==> config.mk <==
export PLATFORM = sky130hd
export DESIGN_NAME = bvsr_arrival
export DESIGN_NICKNAME = d
export VERILOG_FILES = /design/src/bf16_vector_sum_reducer_assert.svh /design/src/bvsr_pkg.sv /design/src/bvsr_arrival.sv
export SDC_FILE = /design/constraint.sdc
export NUM_CORES = 1
export LEC_CHECK = 0
export BUFFER_PORTS_ARGS = -buffer_cell sky130_fd_sc_hd__buf_2
export CORE_AREA = 2 2 108 110
export CTS_CLUSTER_SIZE = 40
export DETAILED_ROUTE_END_ITERATION = 10
export DIE_AREA = 0 0 110 112
export GPL_TIMING_DRIVEN = 0
export HOLD_SLACK_MARGIN = 0.02
export PLACE_DENSITY_LB_ADDON = 0.3
export SYNTH_ARGS = -nofsm -noshare
export SYNTH_HDL_FRONTEND = slang
export SYNTH_SLANG_ARGS = --single-unit
==> constraint.sdc <==
create_clock -name clk -period 7.1 [get_ports clk]
set_input_delay 1.065 -clock clk [delete_from_list [all_inputs] [get_ports clk]]
set_output_delay 1.065 -clock clk [all_outputs]
set_load 0.02 [all_outputs]
==> src/bf16_vector_sum_reducer_assert.svh <==
// Assertion macros for the reducer's top-level RTL file.
// Each macro expects clk and arst_n in scope.
`ifndef BF16_VECTOR_SUM_REDUCER_ASSERT_SVH
`define BF16_VECTOR_SUM_REDUCER_ASSERT_SVH

// Same-cycle implication.
`define BVSR_ASSERT_IMP(lbl, ante, cons, msg) \
	lbl: assert property (@(posedge clk) disable iff (!arst_n) (ante) |-> (cons)) \
		else $error(msg);

// Next-cycle implication.
`define BVSR_ASSERT_NXT(lbl, ante, cons, msg) \
	lbl: assert property (@(posedge clk) disable iff (!arst_n) (ante) |=> (cons)) \
		else $error(msg);

`endif

==> src/bvsr_pkg.sv <==
package bvsr_pkg;

	// Geometry of the accumulator store; both counts are powers of two.
	localparam int VECTOR_LEN = 4096;
	localparam int SLOT_COUNT = 4;
	localparam int MAX_RANKS  = 16;

	localparam int IDX_W  = $clog2(VECTOR_LEN);
	localparam int SLOT_W = $clog2(SLOT_COUNT);
	localparam int ADDR_W = IDX_W + SLOT_W;
	localparam int DEPTH  = SLOT_COUNT * VECTOR_LEN;

	// The arrival mask is 16 bits wide, so a group never exceeds 16 ranks.
	localparam int MASK_W    = 16;
	localparam int GROUP_MAX = (MAX_RANKS < MASK_W) ? MAX_RANKS : MASK_W;

	// Item modes; the reserved code changes nothing.
	localparam logic [1:0] MODE_SEED = 2'd0;
	localparam logic [1:0] MODE_FOLD = 2'd1;
	localparam logic [1:0] MODE_READ = 2'd2;
	localparam logic [1:0] MODE_RSVD = 2'd3;

	// Configuration register indexes.
	localparam logic [3:0] CFG_PEER_COUNT = 4'd0;
	localparam logic [3:0] CFG_OWN_RANK   = 4'd1;

	localparam logic [31:0] ROUND_BIAS = 32'h0000_7fff;
	localparam logic [31:0] QNAN_BIT   = 32'h0040_0000;
	localparam logic [31:0] DEFAULT_NAN = 32'hffc0_0000;
	localparam logic [30:0] INF_ABS    = 31'h7f80_0000;

	// Decision made by the arrival tracker for one item.
	typedef struct packed {
		logic ign;
		logic all_arrived;
		logic do_write;
	} bvsr_arr_t;

	// Result fields of one item.
	typedef struct packed {
		logic [15:0] sum_value;
		logic        all_arrived;
		logic        ignored;
	} bvsr_res_t;

	// Item as it enters the datapath.
	typedef struct packed {
		logic [1:0]        mode;
		logic [ADDR_W-1:0] addr;
		logic [15:0]       value;
		bvsr_arr_t         arr;
	} bvsr_item_t;

	// Fields that ride along with the arithmetic.
	typedef struct packed {
		logic [ADDR_W-1:0] addr;
		logic              do_write;
		logic              spec;
		logic [31:0]       spec_val;
		bvsr_res_t         res;
	} bvsr_tag_t;

	// Leading zeros of a 27-bit mantissa, counted from bit 26.
	function automatic logic [4:0] lzc27(input logic [26:0] m);
		logic [4:0] n;
		logic       found;
		n     = 5'd27;
		found = 1'b0;
		for (int i = 26; i >= 0; i--) begin
			if (!found && m[i]) begin
				n     = 5'(26 - i);
				found = 1'b1;
			end
		end
		return n;
	endfunction

endpackage

==> src/bvsr_arrival.sv <==
module bvsr_arrival import bvsr_pkg::*; (
	input  logic            clk,
	input  logic            arst_n,
	input  logic            cfg_we,
	input  logic [3:0]      cfg_index,
	input  logic [4:0]      cfg_data,
	input  logic            accept,
	input  logic [1:0]      mode,
	input  logic [1:0]      slot,
	input  logic [3:0]      source_rank,
	input  logic            last_of_vector,
	output bvsr_arr_t       arr
);

	logic [4:0]        peer_count_q;
	logic [3:0]        own_rank_q;
	logic [MASK_W-1:0] mask_q [SLOT_COUNT];

	logic [4:0]        n;
	logic [MASK_W:0]   want_wide;
	logic [MASK_W-1:0] want;
	logic [MASK_W-1:0] cur;
	logic [MASK_W-1:0] nxt;
	logic [SLOT_W-1:0] sel;

	// Group size after clamping, and the mask of a complete group.
	always_comb begin
		n = peer_count_q;
		if (n == 5'd0) begin
			n = 5'd1;
		end
		if (n > 5'(GROUP_MAX)) begin
			n = 5'(GROUP_MAX);
		end
		want_wide = (MASK_W+1)'(1) << n;
		want_wide = want_wide - (MASK_W+1)'(1);
		want      = want_wide[MASK_W-1:0];
	end

	// Per-item decision and next mask of the addressed slot.
	always_comb begin
		sel = slot[SLOT_W-1:0];
		cur = mask_q[sel];
		nxt = cur;
		arr = '0;
		case (mode)
			MODE_SEED: begin
				nxt          = MASK_W'(1) << own_rank_q;
				arr.do_write = 1'b1;
			end
			MODE_FOLD: begin
				if ({1'b0, source_rank} >= n || cur[source_rank]) begin
					arr.ign = 1'b1;
				end else begin
					arr.do_write = 1'b1;
					if (last_of_vector) begin
						nxt = cur | (MASK_W'(1) << source_rank);
					end
				end
			end
			default: begin
				nxt = cur;
			end
		endcase
		arr.all_arrived = (nxt == want);
	end

	// Configuration registers.
	always_ff @(posedge clk or negedge arst_n) begin
		if (!arst_n) begin
			peer_count_q <= 5'd16;
			own_rank_q   <= 4'd0;
		end else if (cfg_we) begin
			case (cfg_index)
				CFG_PEER_COUNT: peer_count_q <= cfg_data;
				CFG_OWN_RANK:   own_rank_q   <= cfg_data[3:0];
				default:        peer_count_q <= peer_count_q;
			endcase
		end
	end

	// Arrival masks update as items are accepted, in order.
	always_ff @(posedge clk or negedge arst_n) begin
		if (!arst_n) begin
			for (int i = 0; i < SLOT_COUNT; i++) begin
				mask_q[i] <= '0;
			end
		end else if (accept) begin
			mask_q[sel] <= nxt;
		end
	end

endmodule

# Word-level counts from Yosys, hierarchy flattened
# Cells that the tools add are included.
[classes]
add_sub_neg = 1
order_cmp = 5
eq_ne = 3
shift = 3
muxes = 17
n_bitwise = 2
reduce_logical = 7
[op_table]
columns = ["op", "n"]
rows = [
  ["16-bit 2-to-1 mux", 5],
  ["64-bit bitwise mux", 1],
  ["16-bit binary-select mux with 2-bit select", 1],
  ["16-bit demux with 2-bit select", 1],
  ["16-bit case mux with 2 select lines", 1],
  ["1-bit by 4-bit << shifter with 16-bit output, first input constant", 2],
  ["16-bit == test", 1],
  ["16-bit OR", 1],
  ["1-bit by 5-bit << shifter with 16-bit output, first input constant", 1],
  ["16-bit by 1-bit subtractor with 16-bit output, second input constant", 1],
  ["5-bit 2-to-1 mux", 2],
  ["4-bit by 5-bit >= comparator with 1-bit output", 1],
  ["5-bit greater-than comparator, second input constant", 1],
  ["5-bit logical NOT", 1],
  ["4-bit by 5-bit less-than comparator with 1-bit output, second input constant", 1],
  ["1-bit binary-select mux with 4-bit select", 1],
  ["4-bit by 1-bit == test with 1-bit output, second input constant", 1],
  ["4-bit logical NOT", 1],
  ["1-bit 2-to-1 mux", 4],
  ["2-bit AND reduction", 2],
  ["3-bit >= comparator, second input constant", 1],
  ["3-bit by 1-bit less-than comparator with 1-bit output, second input constant", 1],
  ["2-bit NOT with 3-bit output", 1],
  ["2-bit by 1-bit == test with 1-bit output, second input constant", 1],
  ["4 further kinds", 4],
]
[totals]
register_bits = 73
in_bits = 22
out_inout_bits = 3
word_cells = 44

# Longest topological paths before layout
[logic_depth]
depth_word = 10
ltp_mapped = 14
ltp_nobuf = 13

# Worst setup path before layout
# OpenSTA, ideal clock, no wires.
[synth_path]
path_type = "in2out"
startpoint = "in slot[1]"
endpoint = "out arr[1] (netlist bit)"
t_arrival_ns = 3.819
t_required_ns = 6.035
path_slack_ns = 2.216
cell_stages = 11
path_buffers = 2
cell_sequence = "buf_2 clkbuf_1 mux4_2 a221oi_1 o21ai_1 a221oi_4 nand3_1 a21oi_1 o22ai_1 a2111oi_0 o2111a_1"
[synth_rtl]
columns = ["item", "line_no", "source"]
rows = [
  ["start: declaration", "bvsr_arrival.sv:9", "input logic [1:0] slot,"],
  ["end: declaration", "bvsr_arrival.sv:12", "output bvsr_arr_t arr"],
]

==> results.md <==
- Status: finished, final reports clean
- RSZ-0062 raised after global routing: false
- Clock root cell: clkbuf_16
- Worst setup SP type: primary input
- Clock buffer depth: 2
- Largest area contributor in the netlist: dfrtp_1
- Worst EP required: 6.03 ns
- Clk pin slew, worst setup/hold paths: 0.05 ns
- Critical Path Sink Type: output pin
- Setup TNS: 0 ns
- Yosys warnings: 0
- Synth-to-Final Area Change: 11.73%
- Post-Syn Nets: 585
- GPL Wtd Cong: 1.015
- Cell count after synthesis: 558
- Vias in the first global route: 4610
- Starting density of the core: 43.25%
- Average wire per standard cell: 21.92 um
- Hold Vio Cnt, Final: 0
- Setup CP Type: in2out
- Number of H-tree levels: 3
- Total core area: 11170 um^2
- PD cells: 288.5 nW/um^2
- Final Hold Slack: 0.4759 ns
- First-pass GRT wire length: 25760 um
- GRT overflow: 0
- Cell with the most instances after synthesis: nand2_1
- # Post-CTS Setup Buffers: 0
- Post-Synthesis Cell Area: 4833 um^2
- DR pass1 iterations: 5
- Fraction of layout cells with a size suffix above 1: 13.07%
- Mean Syn Cell Area: 8.662 um^2
- Routed vias/inst: 6.486
- Hold path start: mask_q[39]
- Post-synth top cells: nand2_1, dfrtp_1, o21ai_0
- Tcrit/Tclk final: 86.72%
- VDD IR-drop max: 177.5 uV
- Max Cap Viol: 0
- Post-synth EDFFs: 0
- Total track usage: 27.90%
- Diodes inserted: 0
- Final Max Slew Viols: 0
- Primary FF master, synth: dfrtp_1
- Num rows: 39
- Initial antenna violation count: 0
- Clock Skews: 0.005265 ns
- Largest cells by area after synthesis: dfrtp_1, nand2_1, mux4_2
- CTS Hold Bufs: 0
- CTS tree: yes
- TritonCTS buffer count: 9
- Die Wd: 110 um
- Crit path launch: slot[1]
- I/O pin count: 25
- Max FO, Critical Path: 10
- Die area: 12320 um^2
- Die height: 112 um
- Final HPWL DP: 12160 um
- Least-Margin Pin Slew: 0.9938 ns
- Worst-Skew Late Latency: 0.33 ns
- Clk sinks: 73
- Yosys cell types: 72
- Ys async rst share: 100.0%
- Worst r2r src: peer_count_q[2]
- Yosys top cell area share: 37.28%
- Fmax achieved: 0.1624 GHz
- Via count: 4800
- Post-synthesis register bit count: 73
- Number of nets in the layout: 619
- Period minus WS final: 6.157 ns
- Seq/Total Area, Yosys: 37.82%
- Drt total wl: 16220 um
- Leakage power figure: 0.002166 uW
- Worst EP arrival: 5.09 ns
- Largest net degree at the start of global routing: 74
- Post_cts resized: 0
- Final setup vio count: 0
- Post-layout util: 48.33%
- ANT nets after route: 0
- Worst hold-check path type: reg2reg
- Drt initial violations: 428
- # DRC: 0
- IO buf count: 23
- Final total power: 1558 uW
- Slew headroom: 33.14%
==> power by group <==
part / leakage [uW] / switching, uW / internal [uW]
Sequential: 0.000934 / 63.5 / 515
Combinational: 0.00111 / 364 / 208
Clock: 0.000126 / 163 / 245
Total: 0.00217 / 590 / 968
==> sequential cells by signal, summed over array words and instances (netlist names) <==
register,flops
own_rank_q,4
peer_count_q,5
mask_q,64
==> path summary, 6_finish.rpt <==
check / end / cells past startpoint / slack [ns]
max in group asynchronous: mask_q[58] / 1 / 5.65
min reg2reg: mask_q[39] / 2 / 0.48
min in group asynchronous: mask_q[51] / 1 / 0.87
max: arr[1] / 13 / 0.94
max reg2reg: mask_q[35] / 14 / 3.32
min: mask_q[39] / 2 / 0.48
==> kinds of logic (layout without fill, tap and decap cells) <==
kind of cell	count (synthesis)	after routing	synth area share (%)
compound gates	198	198	25.94
buf+inv	46	85	3.857
mux	33	33	10.95
other cells	1	1	0.07759
fa+ha+maj	5	5	1.294
simple gates	199	199	19.52
xor+xnor	3	3	0.5437
flops	73	73	37.82
==> per-stage QoR <==
step / worst slack, ns / std cells / cell area (um^2)
CTS: 1.066 / 740 / 5400
detailed placement: 1.081 / 724 / 5130
finish: 0.9428 / 740 / 5400
global route: 0.7629 / 740 / 5400
floorplan: 2.216 / 558 / 4833
global placement: 1.060 / 724 / 5127
==> worst max-delay path, cell delays in order <==
cell	delay, ns
buf_2	0.15
buf_2	0.33
clkbuf_1	0.53
mux4_2	0.44
a221oi_1	0.31
o21ai_1	0.22
a221oi_4	0.60
nand3_1	0.14
a21oi_1	0.21
o22ai_1	0.18
a2111oi_0	0.44
o2111a_1	0.30
buf_2	0.18
==> cell type report <==
cell class	instances	area, um^2
inverters	10	37.54
clock inverters	3	20.02
fillers	1068	5774
plain buffers	36	148.9
well taps	143	178.9
multi-input cells	439	2819
clock buffers	13	250.2
repair buffers	23	117.6
flip-flops and latches	73	1828
==> cells in the final DEF, fill, tap and decap left out, drive strengths merged, types with 4 or more instances in the layout <==
master | synthesis | routed
dfrtp | 72 | 72
nor3 | 11 | 11
a22oi | 4 | 4
o21a | 6 | 6
buf | 5 | 28
clkbuf | 31 | 44
nand2b | 8 | 8
a21oi | 26 | 26
nor2b | 5 | 5
nand3b | 5 | 5
a32oi | 4 | 4
mux2i | 9 | 9
nor4b | 4 | 4
or2 | 4 | 4
o21ai | 107 | 107
nor4 | 5 | 5
nand3 | 17 | 17
and2 | 7 | 7
mux4 | 15 | 15
o211ai | 6 | 6
o31ai | 4 | 4
inv | 9 | 9
o22ai | 5 | 5
ha | 5 | 5
mux2 | 9 | 9
nand2 | 97 | 97
a221oi | 5 | 5
nor2 | 24 | 24
==> metal layers <==
metal  up-vias  GRT usage, %  routed length [um]
met5         -             0                   0
met3        67         4.391                1164
met2       247         42.17                7495
li1       2144             -                   -
met1      2342         38.57                6705
met4         0         14.18                 858
Power figures use the tool's default switching activity.
