--- src/bf16_vector_sum_reducer_assert.svh ---
// Assertion macros for the reducer's top-level RTL file.
// Each macro expects clk and arst_n in scope.
`ifndef BF16_VECTOR_SUM_REDUCER_ASSERT_SVH
`define BF16_VECTOR_SUM_REDUCER_ASSERT_SVH

// Same-cycle implication.
`define BVSR_ASSERT_IMP(lbl, ante, cons, msg) \
	lbl: assert property (@(posedge clk) disable iff (!arst_n) (ante) |-> (cons)) \
		else $error(msg);

// Next-cycle implication.
`define BVSR_ASSERT_NXT(lbl, ante, cons, msg) \
	lbl: assert property (@(posedge clk) disable iff (!arst_n) (ante) |=> (cons)) \
		else $error(msg);

`endif

--- src/bvsr_pkg.sv ---
package bvsr_pkg;

	// Geometry of the accumulator store; both counts are powers of two.
	localparam int VECTOR_LEN = 4096;
	localparam int SLOT_COUNT = 4;
	localparam int MAX_RANKS  = 16;

	localparam int IDX_W  = $clog2(VECTOR_LEN);
	localparam int SLOT_W = $clog2(SLOT_COUNT);
	localparam int ADDR_W = IDX_W + SLOT_W;
	localparam int DEPTH  = SLOT_COUNT * VECTOR_LEN;

	// The arrival mask is 16 bits wide, so a group never exceeds 16 ranks.
	localparam int MASK_W    = 16;
	localparam int GROUP_MAX = (MAX_RANKS < MASK_W) ? MAX_RANKS : MASK_W;

	// Item modes; the reserved code changes nothing.
	localparam logic [1:0] MODE_SEED = 2'd0;
	localparam logic [1:0] MODE_FOLD = 2'd1;
	localparam logic [1:0] MODE_READ = 2'd2;
	localparam logic [1:0] MODE_RSVD = 2'd3;

	// Configuration register indexes.
	localparam logic [3:0] CFG_PEER_COUNT = 4'd0;
	localparam logic [3:0] CFG_OWN_RANK   = 4'd1;

	localparam logic [31:0] ROUND_BIAS = 32'h0000_7fff;
	localparam logic [31:0] QNAN_BIT   = 32'h0040_0000;
	localparam logic [31:0] DEFAULT_NAN = 32'hffc0_0000;
	localparam logic [30:0] INF_ABS    = 31'h7f80_0000;

	// Decision made by the arrival tracker for one item.
	typedef struct packed {
		logic ign;
		logic all_arrived;
		logic do_write;
	} bvsr_arr_t;

	// Result fields of one item.
	typedef struct packed {
		logic [15:0] sum_value;
		logic        all_arrived;
		logic        ignored;
	} bvsr_res_t;

	// Item as it enters the datapath.
	typedef struct packed {
		logic [1:0]        mode;
		logic [ADDR_W-1:0] addr;
		logic [15:0]       value;
		bvsr_arr_t         arr;
	} bvsr_item_t;

	// Fields that ride along with the arithmetic.
	typedef struct packed {
		logic [ADDR_W-1:0] addr;
		logic              do_write;
		logic              spec;
		logic [31:0]       spec_val;
		bvsr_res_t         res;
	} bvsr_tag_t;

	// Leading zeros of a 27-bit mantissa, counted from bit 26.
	function automatic logic [4:0] lzc27(input logic [26:0] m);
		logic [4:0] n;
		logic       found;
		n     = 5'd27;
		found = 1'b0;
		for (int i = 26; i >= 0; i--) begin
			if (!found && m[i]) begin
				n     = 5'(26 - i);
				found = 1'b1;
			end
		end
		return n;
	endfunction

endpackage

--- src/bvsr_fpipe.sv ---
module bvsr_fpipe import bvsr_pkg::*; (
	input  logic              clk,
	input  logic              arst_n,
	input  logic              en,
	input  logic              load,
	input  bvsr_item_t        item,
	input  logic [31:0]       rdata,
	input  logic [ADDR_W-1:0] chk_addr,
	output logic              hazard,
	output logic              v_s4_o,
	output logic              wr_req,
	output logic [ADDR_W-1:0] wr_addr,
	output logic [31:0]       wr_data,
	output bvsr_res_t         res
);

	// Stage 1: item plus the accumulator word read at accept.
	logic       v_s1;
	bvsr_item_t it_s1;

	// Stage 2: aligned operands.
	logic        v_s2;
	bvsr_tag_t   tag_s2;
	logic        sa_s2, sub_s2;
	logic [7:0]  e_s2;
	logic [26:0] ma_s2, mb_s2;

	// Stage 3: raw sum.
	logic        v_s3;
	bvsr_tag_t   tag_s3;
	logic        sa_s3, zero_s3;
	logic [8:0]  e_s3;
	logic [26:0] m_s3;

	// Stage 4: normalized sum.
	logic        v_s4;
	bvsr_tag_t   tag_s4;
	logic        sa_s4, zero_s4;
	logic [8:0]  e_s4;
	logic [26:0] m_s4;

	// Stage 1 logic: special cases, read rounding, swap and alignment.
	logic [31:0] a, b, x, y, u;
	logic [30:0] aabs, babs;
	logic        a_nan, b_nan, a_inf, b_inf;
	bvsr_tag_t   tag1;
	logic [7:0]  ex, ey, d;
	logic [26:0] mx, my, sh, mb_al;

	always_comb begin
		a    = rdata;
		b    = {it_s1.value, 16'h0000};
		aabs = a[30:0];
		babs = b[30:0];
		a_nan = aabs > INF_ABS;
		b_nan = babs > INF_ABS;
		a_inf = aabs == INF_ABS;
		b_inf = babs == INF_ABS;

		tag1.addr     = it_s1.addr;
		tag1.do_write = it_s1.arr.do_write;
		tag1.spec     = 1'b1;
		tag1.spec_val = b;
		if (it_s1.mode == MODE_SEED) begin
			tag1.spec_val = b;
		end else if (a_nan) begin
			tag1.spec_val = a | QNAN_BIT;
		end else if (b_nan) begin
			tag1.spec_val = b | QNAN_BIT;
		end else if (a_inf) begin
			tag1.spec_val = (b_inf && (a[31] != b[31])) ? DEFAULT_NAN : a;
		end else if (b_inf) begin
			tag1.spec_val = b;
		end else begin
			tag1.spec = 1'b0;
		end

		// Read mode rounds the accumulator to bf16 without NaN care.
		u = a + ROUND_BIAS + {31'b0, a[16]};
		tag1.res.sum_value   = (it_s1.mode == MODE_READ) ? u[31:16] : 16'h0000;
		tag1.res.all_arrived = it_s1.arr.all_arrived;
		tag1.res.ignored     = it_s1.arr.ign;

		// Larger magnitude first; subnormals take exponent one.
		x  = (babs > aabs) ? b : a;
		y  = (babs > aabs) ? a : b;
		ex = (x[30:23] == 8'd0) ? 8'd1 : x[30:23];
		ey = (y[30:23] == 8'd0) ? 8'd1 : y[30:23];
		mx = {(x[30:23] != 8'd0), x[22:0], 3'b000};
		my = {(y[30:23] != 8'd0), y[22:0], 3'b000};
		d  = ex - ey;
		sh = my >> d[4:0];
		if (d > 8'd26) begin
			mb_al = {26'b0, (my != 27'd0)};
		end else begin
			mb_al = sh | {26'b0, ((sh << d[4:0]) != my)};
		end
	end

	// Stage 2 logic: add or subtract the aligned mantissas.
	logic [27:0] sum28;
	logic [26:0] m2;
	logic [8:0]  e2;
	logic        zero2;

	always_comb begin
		sum28 = {1'b0, ma_s2} + {1'b0, mb_s2};
		e2    = {1'b0, e_s2};
		zero2 = 1'b0;
		if (sub_s2) begin
			m2    = ma_s2 - mb_s2;
			zero2 = (m2 == 27'd0);
		end else if (sum28[27]) begin
			m2 = sum28[27:1] | {26'b0, sum28[0]};
			e2 = e2 + 9'd1;
		end else begin
			m2 = sum28[26:0];
		end
	end

	// Stage 3 logic: normalize, keeping the exponent at one or above.
	logic [4:0]  lz;
	logic [8:0]  lim, nsh;
	logic [26:0] m3;
	logic [8:0]  e3;

	always_comb begin
		lz  = lzc27(m_s3);
		lim = e_s3 - 9'd1;
		nsh = ({4'b0, lz} < lim) ? {4'b0, lz} : lim;
		m3  = m_s3 << nsh[4:0];
		e3  = e_s3 - nsh;
	end

	// Stage 4 logic: round to nearest even and pack.
	logic [2:0]  rb;
	logic        up;
	logic [24:0] mr;
	logic [23:0] mf;
	logic [8:0]  ef, em1;
	logic [31:0] packed_val, fold_val;

	always_comb begin
		rb = m_s4[2:0];
		up = (rb > 3'd4) || ((rb == 3'd4) && m_s4[3]);
		mr = {1'b0, m_s4[26:3]} + {24'b0, up};
		ef = e_s4;
		mf = mr[23:0];
		if (mr[24]) begin
			mf = mr[24:1];
			ef = e_s4 + 9'd1;
		end
		em1        = ef - 9'd1;
		packed_val = {sa_s4, 31'b0} + {1'b0, em1[7:0], 23'b0} + {8'b0, mf};
		if (tag_s4.spec) begin
			fold_val = tag_s4.spec_val;
		end else if (zero_s4) begin
			fold_val = 32'h0;
		end else if ((em1 + {8'b0, mf[23]}) >= 9'd255) begin
			fold_val = {sa_s4, 8'hff, 23'b0};
		end else begin
			fold_val = packed_val;
		end
	end

	assign wr_req  = v_s4 && tag_s4.do_write;
	assign wr_addr = tag_s4.addr;
	assign wr_data = fold_val;
	assign res     = tag_s4.res;
	assign v_s4_o  = v_s4;

	// Any stage still owing a write to the address blocks a new read of it.
	assign hazard = (v_s1 && it_s1.arr.do_write && it_s1.addr == chk_addr)
		|| (v_s2 && tag_s2.do_write && tag_s2.addr == chk_addr)
		|| (v_s3 && tag_s3.do_write && tag_s3.addr == chk_addr)
		|| (v_s4 && tag_s4.do_write && tag_s4.addr == chk_addr);

	// Valid bits.
	always_ff @(posedge clk or negedge arst_n) begin
		if (!arst_n) begin
			v_s1 <= 1'b0;
			v_s2 <= 1'b0;
			v_s3 <= 1'b0;
			v_s4 <= 1'b0;
		end else if (en) begin
			v_s1 <= load;
			v_s2 <= v_s1;
			v_s3 <= v_s2;
			v_s4 <= v_s3;
		end
	end

	// Payload registers.
	always_ff @(posedge clk) begin
		if (en) begin
			it_s1   <= item;
			tag_s2  <= tag1;
			sa_s2   <= x[31];
			sub_s2  <= x[31] != y[31];
			e_s2    <= ex;
			ma_s2   <= mx;
			mb_s2   <= mb_al;
			tag_s3  <= tag_s2;
			sa_s3   <= sa_s2;
			zero_s3 <= zero2;
			e_s3    <= e2;
			m_s3    <= m2;
			tag_s4  <= tag_s3;
			sa_s4   <= sa_s3;
			zero_s4 <= zero_s3;
			e_s4    <= e3;
			m_s4    <= m3;
		end
	end

endmodule

--- config.mk ---
export PLATFORM = sky130hd
export DESIGN_NAME = bvsr_fpipe
export DESIGN_NICKNAME = d
export VERILOG_FILES = /design/src/bf16_vector_sum_reducer_assert.svh /design/src/bvsr_pkg.sv /design/src/bvsr_fpipe.sv
export SDC_FILE = /design/constraint.sdc
export NUM_CORES = 1
export LEC_CHECK = 0
export ABC_AREA = 1
export BUFFER_PORTS_ARGS = -buffer_cell sky130_fd_sc_hd__buf_4
export CAP_MARGIN = 10
export CORE_ASPECT_RATIO = 1.75
export CORE_MARGIN = 4
export CORE_UTILIZATION = 25
export DETAILED_ROUTE_END_ITERATION = 16
export SKIP_CTS_REPAIR_TIMING = 1
export SYNTH_ARGS = -nofsm -noshare
export SYNTH_HDL_FRONTEND = slang
export SYNTH_SLANG_ARGS = --single-unit
export TNS_END_PERCENT = 5
--- constraint.sdc ---
create_clock -name clk -period 7.4 [get_ports clk]
set_input_delay 0.74 -clock clk [delete_from_list [all_inputs] [get_ports clk]]
set_output_delay 0.74 -clock clk [all_outputs]
set_load 0.01 [all_outputs]
## Word-level counts from Yosys, hierarchy flattened

Index checks and enable logic that the tools add are counted.

| word-level totals | value |
|---|---|
| bits of input ports | 85 |
| register bits | 374 |
| output and inout bits | 67 |

| cells by class | value |
|---|---|
| reductions and logical operators | 75 |
| shift operators | 3 |
| bitwise gates (word level) | 3 |
| muxes and demuxes | 74 |
| equality and inequality tests | 11 |
| $add $sub $neg | 14 |
| order comparisons | 7 |

Operators by type and width:

| cell | number |
|---|---|
| 2-to-1 mux 32 bit | 10 |
| 2-to-1 mux 5 bit | 27 |
| greater-than comparator 31 bit (second input constant) | 2 |
| == test 14 bit | 4 |
| 2-to-1 mux 27 bit | 2 |
| OR 27 x 1 -> 27 bit | 2 |
| << shifter 27 x 5 -> 27 bit | 2 |
| logical AND 1 bit | 36 |
| adder 32 x 1 -> 32 bit | 1 |
| adder 32 x 15 -> 32 bit (second input constant) | 1 |
| adder 32 x 24 -> 32 bit | 1 |
| adder 32 x 31 -> 32 bit | 1 |
| 2-to-1 mux 8 bit | 4 |
| == test 31 bit (second input constant) | 1 |
| greater-than comparator 31 bit | 1 |
| adder 27 x 27 -> 28 bit | 1 |
| 2-to-1 mux 1 bit | 28 |
| zero test 27 bit | 1 |
| != test 27 bit | 1 |
| right shift 27 x 5 -> 27 bit | 1 |
| subtractor 27 bit | 1 |
| zero test 1 bit | 26 |
| adder 24 x 1 -> 25 bit | 1 |
| 2-to-1 mux 24 bit | 1 |
| 23 further kinds | 31 |

## Longest topological paths before layout

| depth | value |
|---|---|
| depth in word-level cells | 82 |
| mapped depth | 45 |
| gate-level depth less buffers | 41 |

## Least setup slack after synthesis

No wires, ideal clock.

| path | value |
|---|---|
| path type | input -> register |
| start | input port rdata[27] |
| end | register mb_s2[0], data pin |
| cell stages on the path | 39 |
| slack | 1.429 ns |
| arrival | 5.722 ns |
| required time | 7.151 ns |
| cells stage by stage | clkinv_1 -> ha_1 -> nand2_1 -> nor2_1 -> nand2_1 -> inv_1 -> nand2_1 -> nor2_1 -> nand2_1 -> nand2_2 -> buf_4 -> buf_2 -> clkbuf_1 -> nand2_1 -> o21ai_0 -> nor4_1 -> a21oi_1 -> ha_1 -> [3 not listed] -> and2_1 -> xor2_1 -> inv_1 -> clkbuf_1 -> nand3_1 -> nand3_1 -> nand2_1 -> nand2_1 -> nand2_1 -> nand3_1 -> o21ai_1 -> nand3_1 -> nor2_1 -> nand2_1 -> nor2_1 -> nand3_1 -> nand2_1 -> inv_1 |

| between the ends | value |
|---|---|
| word-level cells in the longest chain between the ends | 10 |

RTL lines:

| item | RTL line | source |
|---|---|---|
| start, declared | bvsr_fpipe.sv:7 | `input logic [31:0] rdata,` |
| greater-than comparator 31 bit | bvsr_fpipe.sv:85 | `x = (babs > aabs) ? b : a;` |
| 2-to-1 mux 32 bit (*) | bvsr_fpipe.sv:85 |  |
| zero test 8 bit | bvsr_fpipe.sv:87 | `ex = (x[30:23] == 8'd0) ? 8'd1 : x[30:23];` |
| 2-to-1 mux 8 bit (*) | bvsr_fpipe.sv:87 |  |
| net ex[1] | bvsr_fpipe.sv:47 | `logic [7:0] ex, ey, d;` |
| subtractor 8 bit (*) | bvsr_fpipe.sv:91 | `d = ex - ey;` |
| right shift 27 x 5 -> 27 bit | bvsr_fpipe.sv:92 | `sh = my >> d[4:0];` |
| << shifter 27 x 5 -> 27 bit | bvsr_fpipe.sv:96 | `mb_al = sh \| {26'b0, ((sh << d[4:0]) != my)};` |
| != test 27 bit | bvsr_fpipe.sv:96 |  |
| OR 27 x 1 -> 27 bit | bvsr_fpipe.sv:96 |  |
| 2-to-1 mux 1 bit (*) | bvsr_fpipe.sv:93 | `if (d > 8'd26) begin` |
| net mb_al[0] | bvsr_fpipe.sv:48 | `logic [26:0] mx, my, sh, mb_al;` |
| end signal, assigned | bvsr_fpipe.sv:202 | `mb_s2 <= mb_al;` |
| end, declared | bvsr_fpipe.sv:26 | `logic [26:0] ma_s2, mb_s2;` |

Mark *: on every way through the listed nets, which the timed path passes. The rest lies on a longest branch.
A chain may end at the register's enable or synchronous reset.

## Final worst setup path

| path | value |
|---|---|
| start | input port rdata[2] |
| end | register mb_s2[0], data pin |

| between the ends | value |
|---|---|
| word-level cells in the longest chain between the ends | 10 |

RTL lines:

| item | RTL line |
|---|---|
| greater-than comparator 31 bit (*) | bvsr_fpipe.sv:85 |
| 2-to-1 mux 32 bit (*) | bvsr_fpipe.sv:85 |
| zero test 8 bit | bvsr_fpipe.sv:87 |
| 2-to-1 mux 8 bit (*) | bvsr_fpipe.sv:87 |
| net ex[1] | bvsr_fpipe.sv:47 |
| subtractor 8 bit (*) | bvsr_fpipe.sv:91 |
| right shift 27 x 5 -> 27 bit | bvsr_fpipe.sv:92 |
| << shifter 27 x 5 -> 27 bit | bvsr_fpipe.sv:96 |
| != test 27 bit | bvsr_fpipe.sv:96 |
| OR 27 x 1 -> 27 bit | bvsr_fpipe.sv:96 |
| 2-to-1 mux 1 bit (*) | bvsr_fpipe.sv:93 |
| net mb_al[0] | bvsr_fpipe.sv:48 |

Marks and branches as above.

==> qor.txt <==
status: completed
largest family of logic cells by synthesized area: simple AND/OR/NAND/NOR gates
post-DP HPWL: 64400 um
#FFs+latches synth: 374
Rel. slew slack: 0.301
setup TNS: 0 ns
R2R Setup Slk: 0.72 ns
Syn Area/Cell: 8.38 sq um
RSZ-0062 raised after global routing: false
First-pass DRT Iterations: 7
CP Max Fanout: 42
fmax: 149 MHz
Design Power: 9.62 mW
routed wire length: 81000 um
crit share post-route: 0.907
Routability Congestion: 0.983
Die Span Y: 421 um
DRC: 0
final setup vio count: 0
total gr overflow: 0
fin crit period: 6.71 ns
mux contribution to synthesized area: 0.000411
Via Count: 20751
initial antenna violation count: 0
I/O pins: 152
initial drt markers: 1497
Top delay family on crit path: simple AND/OR/NAND/NOR gates
worst hold start: item[14]
Worst Path Arrival: 7.06 ns
P per Cell Area: 339 nW/um^2
ANT cells: 0
Synth Warn #: 0
Post-Syn Area: 24400 sq um
Clock transition at path regs: 0.06 ns
clock skew: 0.0424 ns
vias in the first global route: 20663
Finished Layout Cells: 4347
Crit. End Element: flip-flop
Post-synth EDFFs: 370
Die Span X: 244 um
Max-Cap Viols: 0
clk buf depth: 3
R2R cell count: 34
WP depth: 33
core area: 96700 sq um
root buffer cell: clkbuf_16
Buffers & Inverters on Critical Path: 6
htree depth: 2
WS Path Type: input pin to flip-flop
share of layout cells above drive strength 1: 0.126
largest net degree at the start of global routing: 154
Hold Path Class: input pin to flip-flop
# fillers: 10465
ys async rst share: 0.0107
Final Hold Viols: 0
Initial Utilization: 0.252
FP Rows: 151
Synth Area in XOR/XNOR: 0.0459
PortBufs: 151
CP max-delay cell: ha_1
Clock Sinks: 374
Final Max Slew Viols: 0
worst reg2reg endpoint: mb_s2[0]
required time worst endpoint: 7.75 ns
DP Cell Count: 4267
Peak supply drop: 0.000177 V
Synth cell types: 68
Post-Synth Adder-Cell Area: 0.0471
Synthesized Nets: 3081
max incr delay on CP: 0.47 ns
r2r startpoint: b[30]
WHS Endpoint: b[27]
sequential area share after synthesis: 0.460
most used cell along the critical path: nand2_1
# nets final: 3188
Total Die Area: 103000 sq um
most common cell after layout, fill and taps aside: nand2_1
clk_lat worst skew: 0.60 ns
Cells after Synth: 2906
Compound-Gate Fraction of Synth Area: 0.0837
vias per inst: 4.77
WL per Instance: 18.6 um
CP startpoint kind: input pin
GRT Util Overall: 0.153
DRT antenna net count: 0
CTS Buf Count: 43
Multi-input gate area: 11400 sq um
most frequent cells in the layout: nand2_1, nand3_1, edfxtp_1
leakage power total: 12.0 nW
worst hold stages: 1
simple-gate share of the synthesized area: 0.287
CTS tree: built
first-pass GRT wire length: 122000 um
predominant post-synthesis flop cell: edfxtp_1
Worst-Margin Slew: 1.03 ns
Area Overhead vs Synth: 16.7%
register area: 11200 sq um
-- worst register-to-register path: cells and delay by family (launching register included) --
family	cells	cell delay (ns)
AOI/OAI and AO/OA	5	0.92
adders and majority gates	2	0.82
buffers and inverters	5	1.12
DFF	1	0.46
and+or+nand+nor	22	3.13
-- area by class of cell --
| cell class | instances | share of cell area |
|---|---|---|
| well taps | 1300 | 0.0572 |
| repair buffers | 208 | 0.0588 |
| multi-input cells | 2100 | 0.400 |
| inverters | 286 | 0.0378 |
| clock inverters | 34 | 0.0136 |
| flip-flops and latches | 374 | 0.394 |
| clock buffers | 45 | 0.0381 |
-- metal layers --
layer / vias up / track usage / routed length, um
met4: 0 / 0.0943 / 5960
li1: 10160 / - / -
met3: 234 / 0.0187 / 3460
met5: - / 0 / 0
met2: 660 / 0.293 / 43000
met1: 9697 / 0.157 / 28500
-- Yosys cell counts (8+ instances only) --
cell	count	area share
a21oi_1	99	0.020
or2_2	16	0.0041
nand4_1	54	0.014
o21bai_1	11	0.0034
o221ai_1	18	0.0065
buf_6	8	0.0037
edfxtp_1	370	0.46
nor2_2	12	0.0031
buf_4	34	0.010
clkinv_1	8	0.0012
buf_2	22	0.0045
nor3_1	45	0.0092
nand3_1	446	0.092
nand2_2	9	0.0023
xor2_1	88	0.032
inv_1	267	0.041
nand2_1	704	0.11
buf_1	19	0.0029
clkbuf_1	63	0.0097
o21ai_0	118	0.024
nor4_1	22	0.0056
o21ai_1	12	0.0025
o21ai_2	23	0.0083
nor2_1	192	0.030
ha_1	87	0.045
inv_2	11	0.0017
xnor2_1	36	0.013
-- power by group --
part / switching (mW) / internal (mW) / leakage [nW] / total, mW
Sequential: 0.149 / 2.63 / 3.75 / 2.78
Combinational: 3.28 / 1.38 / 7.57 / 4.66
Clock: 0.911 / 1.27 / 0.706 / 2.18
-- metrics by stage --
step	util	cell area (sq um)	setup WS [ns]	hold WS, ns
after global placement	0.278	26900	0.0326	0.402
after floorplan	-	24400	1.43	0.400
after detailed placement	0.279	26900	0.179	0.405
after global routing	0.294	28400	0.116	0.292
final	0.294	28400	0.691	0.320
after CTS	0.294	28400	0.812	-0.100
-- cell families after synthesis --
group / Yosys count
buffers and inverters: 432
other: 1
adders and majority gates: 90
muxes: 1
and+or+nand+nor: 1544
AOI/OAI and AO/OA: 338
DFF: 374
xor gates and xnor gates: 126
-- sequential cells by signal, indices dropped and copies added, names as in the netlist, 8 cells and up --
| name | count |
|---|---|
| tag_s2 | 66 |
| e_s3 | 9 |
| mb_s2 | 27 |
| tag_s4 | 34 |
| e_s2 | 8 |
| it_s1 | 19 |
| e_s4 | 9 |
| ma_s2 | 24 |
| res | 18 |
| tag_s3 | 66 |
| wr_addr | 14 |
| m_s3 | 27 |
| b | 16 |
| m_s4 | 27 |
-- worst max path at each step --
stage / from / to / slack [ns]
2_1_floorplan: rdata[27] / mb_s2[0] / 1.43
3_3_place_gp: rdata[2] / mb_s2[0] / 0.03
3_5_place_dp: rdata[2] / mb_s2[0] / 0.18
4_1_cts: rdata[2] / mb_s2[0] / 0.81
5_1_grt: b[30] / mb_s2[0] / 0.12
6_report: rdata[2] / mb_s2[0] / 0.69
Note: power is estimated with default switching activity, not from simulation.
